## config.mk

```make
export PLATFORM = sky130hd
export DESIGN_NAME = postfix_stack_calculator_top
export DESIGN_NICKNAME = d
export VERILOG_FILES = /design/src/rtl/psc_pkg.sv /design/src/rtl/psc_ram.sv /design/src/rtl/psc_alu.sv /design/src/rtl/postfix_stack_calculator_top.sv
export SDC_FILE = /design/constraint.sdc
export NUM_CORES = 2
export LEC_CHECK = 0
export ABC_CLOCK_PERIOD_IN_PS = 19300
export BUFFER_PORTS_ARGS = -buffer_cell sky130_fd_sc_hd__buf_2
export CORE_MARGIN = 3
export CORE_UTILIZATION = 60
export CTS_BUF_LIST = sky130_fd_sc_hd__clkbuf_2
export DETAILED_ROUTE_END_ITERATION = 7
export PLACE_DENSITY = 0.75
export RECOVER_POWER = 25
export SYNTH_ARGS = -nofsm -noshare
export SYNTH_HDL_FRONTEND = slang
export SYNTH_SLANG_ARGS = --single-unit
```

## constraint.sdc

```tcl
create_clock -name aclk -period 19.3 [get_ports aclk]
set_input_delay 4.825 -clock aclk [delete_from_list [all_inputs] [get_ports aclk]]
set_output_delay 4.825 -clock aclk [all_outputs]
set_load 0.01 [all_outputs]
```

## src/rtl/psc_pkg.sv

```systemverilog
// Shared types and codes for the postfix stack calculator.
// Used by psc_alu, postfix_stack_calculator_top and psc_checker; no dependencies.
package psc_pkg;

    localparam int unsigned WORD_W   = 32;
    localparam int unsigned DEPTH_W  = 7;
    localparam int unsigned DIV_CNT_W = 5;

    typedef enum logic [2:0] {
        OP_PUSH = 3'd0,
        OP_ADD  = 3'd1,
        OP_SUB  = 3'd2,
        OP_MUL  = 3'd3,
        OP_DIV  = 3'd4,
        OP_POP  = 3'd5
    } opcode_t;

    typedef enum logic [2:0] {
        ST_OK    = 3'd0,
        ST_UNDER = 3'd1,
        ST_OVER  = 3'd2,
        ST_DIVZ  = 3'd3,
        ST_BADOP = 3'd4
    } status_t;

    typedef enum logic [1:0] {
        C_IDLE,
        C_FETCH,
        C_ALU
    } ctrl_state_t;

    typedef enum logic [1:0] {
        A_IDLE,
        A_DIV,
        A_FIX
    } alu_state_t;

    typedef struct packed {
        logic                start;
        opcode_t             op;
        logic [WORD_W-1:0]   a;
        logic [WORD_W-1:0]   b;
    } alu_req_t;

    typedef struct packed {
        logic                done;
        logic [WORD_W-1:0]   result;
    } alu_rsp_t;

endpackage

```

## src/rtl/psc_ram.sv

```systemverilog
// Generic single-write, single-read RAM with registered read data.
// No dependencies.
module psc_ram #(
    parameter int unsigned WIDTH = 32,
    parameter int unsigned DEPTH = 64
) (
    input  logic                     aclk,
    input  logic                     wr_en,
    input  logic [$clog2(DEPTH)-1:0] wr_addr,
    input  logic [WIDTH-1:0]         wr_data,
    input  logic                     rd_en,
    input  logic [$clog2(DEPTH)-1:0] rd_addr,
    output logic [WIDTH-1:0]         rd_data
);

    logic [WIDTH-1:0] mem [DEPTH];
    logic [WIDTH-1:0] rd_data_reg;

    always_ff @(posedge aclk) begin
        if (wr_en) begin
            mem[wr_addr] <= wr_data;
        end
        if (rd_en) begin
            rd_data_reg <= mem[rd_addr];
        end
    end

    assign rd_data = rd_data_reg;

endmodule

```

## src/rtl/psc_alu.sv

```systemverilog
// Shared arithmetic unit: add, subtract, multiply and a radix-2 restoring divider
// that reuses the one 33-bit adder. Depends on psc_pkg.
module psc_alu
    import psc_pkg::*;
(
    input  logic     aclk,
    input  logic     aresetn,
    input  alu_req_t req,
    output alu_rsp_t rsp
);

    alu_state_t           state_reg, state_next;
    logic [WORD_W-1:0]    quo_reg, quo_next;
    logic [WORD_W-1:0]    rem_reg, rem_next;
    logic [WORD_W-1:0]    dvs_reg, dvs_next;
    logic [DIV_CNT_W-1:0] cnt_reg, cnt_next;
    logic                 neg_reg, neg_next;
    logic [WORD_W-1:0]    res_reg, res_next;
    logic                 done_reg, done_next;

    logic [WORD_W-1:0]    add_x, add_y;
    logic                 add_sub;
    logic [WORD_W:0]      sum;
    logic [2*WORD_W-1:0]  prod;
    logic [WORD_W-1:0]    mag_a, mag_b;

    always_comb begin
        if (state_reg == A_DIV) begin
            add_x   = {rem_reg[WORD_W-2:0], quo_reg[WORD_W-1]};
            add_y   = dvs_reg;
            add_sub = 1'b1;
        end else begin
            add_x   = req.a;
            add_y   = req.b;
            add_sub = (req.op == OP_SUB);
        end
        sum = {1'b0, add_x} + {1'b0, (add_sub ? ~add_y : add_y)} + (WORD_W+1)'(add_sub);
    end

    assign prod  = (2*WORD_W)'(req.a) * (2*WORD_W)'(req.b);
    assign mag_a = req.a[WORD_W-1] ? (~req.a + 1'b1) : req.a;
    assign mag_b = req.b[WORD_W-1] ? (~req.b + 1'b1) : req.b;

    always_comb begin
        state_next = state_reg;
        unique case (state_reg)
            A_IDLE: begin
                if (req.start && (req.op == OP_DIV)) begin
                    state_next = A_DIV;
                end
            end
            A_DIV: begin
                if (cnt_reg == '0) begin
                    state_next = A_FIX;
                end
            end
            A_FIX: begin
                state_next = A_IDLE;
            end
            default: begin
                state_next = A_IDLE;
            end
        endcase
    end

    always_comb begin
        quo_next  = quo_reg;
        rem_next  = rem_reg;
        dvs_next  = dvs_reg;
        cnt_next  = cnt_reg;
        neg_next  = neg_reg;
        res_next  = res_reg;
        done_next = 1'b0;
        unique case (state_reg)
            A_IDLE: begin
                if (req.start) begin
                    case (req.op) inside
                        OP_ADD, OP_SUB: begin
                            res_next  = sum[WORD_W-1:0];
                            done_next = 1'b1;
                        end
                        OP_MUL: begin
                            res_next  = prod[WORD_W-1:0];
                            done_next = 1'b1;
                        end
                        OP_DIV: begin
                            quo_next = mag_a;
                            rem_next = '0;
                            dvs_next = mag_b;
                            cnt_next = '1;
                            neg_next = req.a[WORD_W-1] ^ req.b[WORD_W-1];
                        end
                        default: begin
                            done_next = 1'b0;
                        end
                    endcase
                end
            end
            A_DIV: begin
                quo_next = {quo_reg[WORD_W-2:0], sum[WORD_W]};
                rem_next = sum[WORD_W] ? sum[WORD_W-1:0] : add_x;
                cnt_next = cnt_reg - 1'b1;
            end
            A_FIX: begin
                res_next  = neg_reg ? (~quo_reg + 1'b1) : quo_reg;
                done_next = 1'b1;
            end
            default: begin
                done_next = 1'b0;
            end
        endcase
    end

    always_ff @(posedge aclk) begin
        if (!aresetn) begin
            state_reg <= A_IDLE;
            done_reg  <= 1'b0;
        end else begin
            state_reg <= state_next;
            done_reg  <= done_next;
        end
        quo_reg <= quo_next;
        rem_reg <= rem_next;
        dvs_reg <= dvs_next;
        cnt_reg <= cnt_next;
        neg_reg <= neg_next;
        res_reg <= res_next;
    end

    assign rsp.done   = done_reg;
    assign rsp.result = res_reg;

endmodule

```

## src/rtl/postfix_stack_calculator_top.sv

```systemverilog
// Postfix stack calculator: top of stack in a register, the rest in psc_ram,
// arithmetic in psc_alu. Depends on psc_pkg, psc_ram and psc_alu.
//
//   channel  dir  tdata                          tuser
//   s_       in   [31:0] operand                 [2:0] opcode
//   m_       out  [31:0] value, [38:32] depth    [2:0] status
//
// Push, errors and every pop register their result beat on acceptance; a pop from a
// deeper stack then reads the new top from RAM; add, sub and mul read the RAM and then
// use the ALU; div runs the 32 steps of the divider on the shared adder plus sign fix.
// Reset clears the entry count, the control state and the result valid; the RAM holds no reset state.
// s_tready is low while an item is in progress or a result beat is stalled.
module postfix_stack_calculator_top
    import psc_pkg::*;
#(
    parameter int unsigned STACK_DEPTH = 64
) (
    input  logic        aclk,
    input  logic        aresetn,
    input  logic        s_tvalid,
    output logic        s_tready,
    input  logic [31:0] s_tdata,   // [31:0] operand
    input  logic [2:0]  s_tuser,   // [2:0] opcode
    output logic        m_tvalid,
    input  logic        m_tready,
    output logic [39:0] m_tdata,   // [31:0] value, [38:32] depth, [39] zero
    output logic [2:0]  m_tuser    // [2:0] status
);

    localparam int unsigned SP_W   = $clog2(STACK_DEPTH + 1);
    localparam int unsigned ADDR_W = $clog2(STACK_DEPTH);

    ctrl_state_t       state_reg, state_next;
    logic [SP_W-1:0]   sp_reg, sp_next;
    logic [WORD_W-1:0] top_reg, top_next;
    opcode_t           op_reg, op_next;
    logic              pop_reg, pop_next;

    logic              m_valid_reg, m_valid_next;
    logic [WORD_W-1:0] m_value_reg;
    logic [DEPTH_W-1:0] m_depth_reg;
    status_t           m_status_reg;

    logic              accept, fetch, out_load;
    logic [WORD_W-1:0] out_value, top_or_zero;
    logic [SP_W-1:0]   out_depth;
    status_t           out_status;
    opcode_t           in_op;

    logic [SP_W-1:0]   sp_inc, sp_dec, sp_dec2;
    logic              wr_en, rd_en;
    logic [WORD_W-1:0] wr_data, rd_data;

    alu_req_t          alu_req;
    alu_rsp_t          alu_rsp;

    assign s_tready    = (state_reg == C_IDLE) && (!m_valid_reg || m_tready);
    assign accept      = s_tvalid && s_tready;
    assign in_op       = opcode_t'(s_tuser);
    assign sp_inc      = sp_reg + 1'b1;
    assign sp_dec      = sp_reg - 1'b1;
    assign sp_dec2     = sp_reg - SP_W'(2);
    assign top_or_zero = (sp_reg == '0) ? '0 : top_reg;
    assign wr_data     = top_reg;

    psc_ram #(
        .WIDTH (WORD_W),
        .DEPTH (STACK_DEPTH)
    ) u_stack_ram (
        .aclk    (aclk),
        .wr_en   (wr_en),
        .wr_addr (sp_dec[ADDR_W-1:0]),
        .wr_data (wr_data),
        .rd_en   (rd_en),
        .rd_addr (sp_dec2[ADDR_W-1:0]),
        .rd_data (rd_data)
    );

    psc_alu u_alu (
        .aclk    (aclk),
        .aresetn (aresetn),
        .req     (alu_req),
        .rsp     (alu_rsp)
    );

    always_comb begin
        sp_next       = sp_reg;
        top_next      = top_reg;
        op_next       = op_reg;
        pop_next      = pop_reg;
        wr_en         = 1'b0;
        rd_en         = 1'b0;
        fetch         = 1'b0;
        out_load      = 1'b0;
        out_value     = top_or_zero;
        out_depth     = sp_reg;
        out_status    = ST_OK;
        alu_req.start = 1'b0;
        alu_req.op    = op_reg;
        alu_req.a     = rd_data;
        alu_req.b     = top_reg;
        unique case (state_reg)
            C_IDLE: begin
                if (accept) begin
                    out_load = 1'b1;
                    case (in_op) inside
                        OP_PUSH: begin
                            if (sp_reg == SP_W'(STACK_DEPTH)) begin
                                out_status = ST_OVER;
                            end else begin
                                wr_en     = (sp_reg != '0);
                                top_next  = s_tdata;
                                sp_next   = sp_inc;
                                out_value = s_tdata;
                                out_depth = sp_inc;
                            end
                        end
                        OP_ADD, OP_SUB, OP_MUL, OP_DIV: begin
                            if (sp_reg < SP_W'(2)) begin
                                out_status = ST_UNDER;
                            end else if ((in_op == OP_DIV) && (top_reg == '0)) begin
                                out_status = ST_DIVZ;
                            end else begin
                                out_load = 1'b0;
                                rd_en    = 1'b1;
                                fetch    = 1'b1;
                                op_next  = in_op;
                                pop_next = 1'b0;
                            end
                        end
                        OP_POP: begin
                            if (sp_reg == '0) begin
                                out_status = ST_UNDER;
                                out_value  = '0;
                            end else begin
                                out_value = top_reg;
                                out_depth = sp_dec;
                                sp_next   = sp_dec;
                                if (sp_reg >= SP_W'(2)) begin
                                    rd_en    = 1'b1;
                                    fetch    = 1'b1;
                                    pop_next = 1'b1;
                                end
                            end
                        end
                        default: begin
                            out_status = ST_BADOP;
                        end
                    endcase
                end
            end
            C_FETCH: begin
                if (pop_reg) begin
                    top_next = rd_data;
                end else begin
                    alu_req.start = 1'b1;
                end
            end
            C_ALU: begin
                if (alu_rsp.done) begin
                    top_next  = alu_rsp.result;
                    sp_next   = sp_dec;
                    out_load  = 1'b1;
                    out_value = alu_rsp.result;
                    out_depth = sp_dec;
                end
            end
            default: begin
                out_load = 1'b0;
            end
        endcase
    end

    always_comb begin
        state_next = state_reg;
        unique case (state_reg)
            C_IDLE: begin
                if (fetch) begin
                    state_next = C_FETCH;
                end
            end
            C_FETCH: begin
                state_next = pop_reg ? C_IDLE : C_ALU;
            end
            C_ALU: begin
                if (alu_rsp.done) begin
                    state_next = C_IDLE;
                end
            end
            default: begin
                state_next = C_IDLE;
            end
        endcase
    end

    assign m_valid_next = out_load || (m_valid_reg && !m_tready);

    always_ff @(posedge aclk) begin
        if (!aresetn) begin
            state_reg   <= C_IDLE;
            sp_reg      <= '0;
            m_valid_reg <= 1'b0;
        end else begin
            state_reg   <= state_next;
            sp_reg      <= sp_next;
            m_valid_reg <= m_valid_next;
        end
        top_reg <= top_next;
        op_reg  <= op_next;
        pop_reg <= pop_next;
        if (out_load) begin
            m_value_reg  <= out_value;
            m_depth_reg  <= DEPTH_W'(out_depth);
            m_status_reg <= out_status;
        end
    end

    assign m_tvalid = m_valid_reg;
    assign m_tdata  = {1'b0, m_depth_reg, m_value_reg};
    assign m_tuser  = m_status_reg;

endmodule

```

==> results by stage <==
CTS:
- The total clock buffers created by CTS is 574.
- CTS built an H-tree with a depth of 6.
- The longest clock path from root to sink contains 4 buffers.
- Clock-pin slew was measured on the worst setup and hold paths at 0.10 ns.
- The later pin in the worst-skew pair is clocked with a latency of 1.80 ns.
- The TritonCTS clock tree is built.
- The number of setup buffers added after CTS is 0.
- Clock tree synthesis found a total of 2304 sinks.
- The cell at the root of the clock tree is clkbuf_2.
- Hold repair after CTS inserted 0 buffers.
- After clock tree synthesis, the repair step resized 0 gates.

Timing:
- The slack of the critical path is 8.003 ns.
- The max-slew violation count is 1877.
- The sum of negative setup slack is 0 ns.
- At the pin with the least slew margin, the transition time is 4.946 ns.
- The max-slew headroom at the worst pin is -229.7%.
- The final period demand of the worst path is 11.30 ns.
- The maximum achievable frequency is 88.52 MHz.
- The part of the cycle the worst path needs is 58.53%.
- The worst-case clock skew is 0.2728 ns.
- Setup repair after global routing left no endpoint under its margin.
- The number of endpoints failing setup at the final stage is 0.
- The final worst hold slack is 0.5491 ns.
- The final hold violation count is 0.

Synthesis:
- The multiplexer fraction of the synthesized cell area is 13.88%.
- The area share of and/or/nand/nor cells after synthesis is 5.263%.
- The xor and xnor area share after synthesis is 2.000%.
- The number of warnings reported in the yosys synthesis log is 0.
- After synthesis the netlist holds a flip-flop and latch count of 2304.
- Yosys mapped a number of flops with a built-in enable equal to 2291.
- After synthesis, the mean cell area works out to 17.11 um^2.
- The main flop type after synthesis is edfxtp_1.
- The fraction of synthesis flops using an asynchronous set or reset pin is 0%.
- The netlist area before placement is 0.1090 mm^2.
- The synthesized netlist net count is 6989.
- Synthesis handed over a netlist of 6372 instances.
- The largest family of logic cells by synthesized area is multiplexers.
- For this run, the register share of the synthesized area comes to 63.33%.
- The synthesized netlist devotes 9.449% of its cell area to adder and majority cells.
- The compound-cell area share of the yosys netlist is 3.249%.
- The distinct cell type count of the synthesized netlist is 76.

Setup path:
- The minimum setup slack among reg-to-reg paths is 8.00 ns.
- STA classifies the critical path endpoint as a flip-flop.
- The worst register-to-register path has a depth of 21.
- The number of buffers and inverters on the critical path is 4.
- The end of the worst register-to-register path is u_alu.res_reg[29].
- The category of the critical setup timing path is reg -> reg.
- The endpoint required time on the critical path is 20.67 ns.
- Walking the worst path, the cells encountered are clkbuf_1 -> clkbuf_1 -> and2_1 -> fa_1 -> fa_1 -> inv_1 -> fa_1 -> fa_1 -> inv_1 -> fa_1 -> fa_1 -> fa_1 -> fa_1 -> ha_1 -> and3_1 -> a211o_1 -> a31oi_1 -> xor2_1 -> o21ai_0 -> a21oi_1 -> a21oi_1.
- The data arrival time of the worst path is 12.66 ns.
- The cell class contributing the biggest share of worst-path delay is buffers and inverters.
- The critical path's most frequent cell is fa_1.
- The critical-path cell with the highest stage delay is clkbuf_1.
- On the worst path, the slowest cell contributes a delay of 2.88 ns.
- The element type at the critical path start is a flip-flop.
- The largest fanout of any net on the critical path is 57.
- The worst register-to-register path begins at top_reg[8].

Placed design:
- The worst setup timing slack at the placement stage is 9.044 ns.
- The congestion estimate from routability-driven global placement came to 0.9140.
- Once detailed placement completed, the half-perimeter wirelength came to 174.4 mm.
- The port buffer count is 82.

GRT:
- The number of global-route vias before repair came to 64623.
- Entering global routing, the biggest net connects 127 pins.
- The number of antenna violations at the first check in global routing is 30.
- In the global route stage, overall resource usage came out at 31.93%.
- The first-pass GRT wire length is 428.6 mm.
- The total overflow reported by the global router is 0.

Finish:
- More flip-flops sit in one register than any other, and that register is u_stack_ram.mem.
- The layout overhead on the synthesized area is 8.133%.
- The top cell types in the final layout, fill and taps aside, are 2291 x edfxtp_1, 795 x clkbuf_2, 664 x mux4_2.
- The number of fill cells is 12348.
- The register with the most flip-flops in the layout has 2048 of them.
- In the final layout, the share of cells above drive strength 1 is 25.77%.
- The final net count is 7450.
- Leaving out fill and tap cells, the most frequent cell in the layout is edfxtp_1.

Min path:
- The worst hold path begins at u_alu.res_reg[8].
- Counting instances, the worst hold path has a depth of 2.
- The worst hold path belongs to the class reg -> reg.
- The path with the worst hold slack has its endpoint at m_value_reg[8].

Run status:
- The checks that failed: capacitance limit, slew limit.
- The flow ran to the end, but the final reports show violations.

Route:
- Once detail routing completed, the nets flagged for antenna violations numbered 0.
- The first detailed-routing pass ran for 8 iterations.
- The via count is 62637.
- In this run, the number of DRC markers left after iteration 0 of detailed routing was 8550.
- The via density per instance is 6.538.
- The count of unresolved DRC violations after routing is 0.
- In the final routed layout, each cell accounts on average for 30.29 um.
- The routed design has 290.3 mm of wire.

Floorplan:
- The number of top-level design ports is 84.
- The die covers 0.1869 mm^2.
- The initial cell density of the core is 60.71%.
- Row generation in the floorplan step produced 155 rows.
- The die is 432.3 um tall.
- The floorplan core area is 0.1796 mm^2.
- The die is 432.3 um wide.

Job:
- The total of max-cap violations is 39.
## cell usage after synthesis, types with 13 or more instances
library cell / instances / share of area [%]
edfxtp_1: 2291 / 63
mux4_2: 664 / 14
nand2_1: 495 / 1.7
inv_1: 426 / 1.5
fa_1: 409 / 7.5
and2_1: 320 / 1.8
clkbuf_1: 301 / 1.0
nor2_1: 174 / 0.60
ha_1: 169 / 1.9
o21ai_0: 153 / 0.70
a21oi_1: 150 / 0.69
xnor2_1: 131 / 1.1
xor2_1: 118 / 0.95
buf_1: 81 / 0.28
nand3_1: 41 / 0.19
a22oi_1: 37 / 0.25
a222oi_1: 31 / 0.28
nor3_1: 31 / 0.14
a21o_1: 30 / 0.21
o31ai_1: 30 / 0.21
a211oi_1: 22 / 0.15
nand2b_1: 21 / 0.12
nor2b_1: 19 / 0.11
a31oi_1: 17 / 0.098
and3_1: 16 / 0.092
or3_1: 14 / 0.080
or4_1: 14 / 0.096
dfxtp_1: 13 / 0.24
mux2i_1: 13 / 0.12
## metal layers
metal  share of wire (%)  wire (um)  track usage, %
met4                 5.7      16430           16.18
met3                  11      32840           7.590
met2                  47     137600           49.51
met1                  36     103200           43.01
met5               0.048        138               0
## worst max-delay path by stage
stage | to | slack [ns] | startpoint | cells after the start
finish | u_alu.res_reg[29] | 8.00 | top_reg[8] | 21
global route | u_alu.res_reg[29] | 7.75 | top_reg[8] | 21
floorplan | top_reg[0] | 7.95 | s_tuser[2] | 5
CTS | s_tready | 9.04 | m_tready | 5
detailed placement | s_tready | 9.04 | m_tready | 5
global placement | s_tready | 8.98 | m_tready | 5
## stage by stage
| step | instance area (um^2) | cells | utilization [%] |
|---|---|---|---|
| final | 117900 | 9581 | 65.65 |
| after global routing | 117900 | 9576 | 65.64 |
| after CTS | 118000 | 9568 | 65.72 |
| after detailed placement | 113100 | 8612 | 62.95 |
| after global placement | 113100 | 8612 | 62.95 |
| after floorplan | 109000 | 6372 | - |
## cell families after synthesis
| family | count (synthesis) |
|---|---|
| adder cells (fa/ha/maj) | 578 |
| flip-flops | 2304 |
| AND/OR/NAND/NOR | 1188 |
| AO/OA/AOI/OAI | 554 |
| XOR/XNOR | 249 |
| multiplexers | 681 |
| buffers and inverters | 817 |
| other | 1 |
## final cells by class
| cell class | instances | area [um^2] | share of cell area [%] |
|---|---|---|---|
| Tap cell | 2355 | 2947 | 2.499 |
| Sequential cell | 2304 | 69060 | 58.58 |
| Timing Repair Buffer | 276 | 1788 | 1.516 |
| Multi-Input combinational cell | 3251 | 37510 | 31.81 |
| Clock inverter | 161 | 985.9 | 0.8362 |
| Clock buffer | 795 | 3979 | 3.375 |
| Inverter | 426 | 1599 | 1.356 |
| Antenna cell | 13 | 32.53 | 0.02759 |
## worst register-to-register path: stages, from the launching register on
cell      delay (ns)
edfxtp_1        0.32
clkbuf_1        2.88
clkbuf_1        1.61
and2_1          0.38
fa_1            0.43
fa_1            0.55
inv_1           0.06
fa_1            0.50
fa_1            0.51
inv_1           0.06
fa_1            0.54
fa_1            0.43
fa_1            0.51
fa_1            0.43
ha_1            0.36
and3_1          0.17
a211o_1         0.32
a31oi_1         0.28
xor2_1          0.34
o21ai_0         0.13
a21oi_1         0.14
a21oi_1         0.05
Power is left out: the tool's default activity adds up to more than one toggle a clock period on the data nets, which glitch-free logic cannot reach.
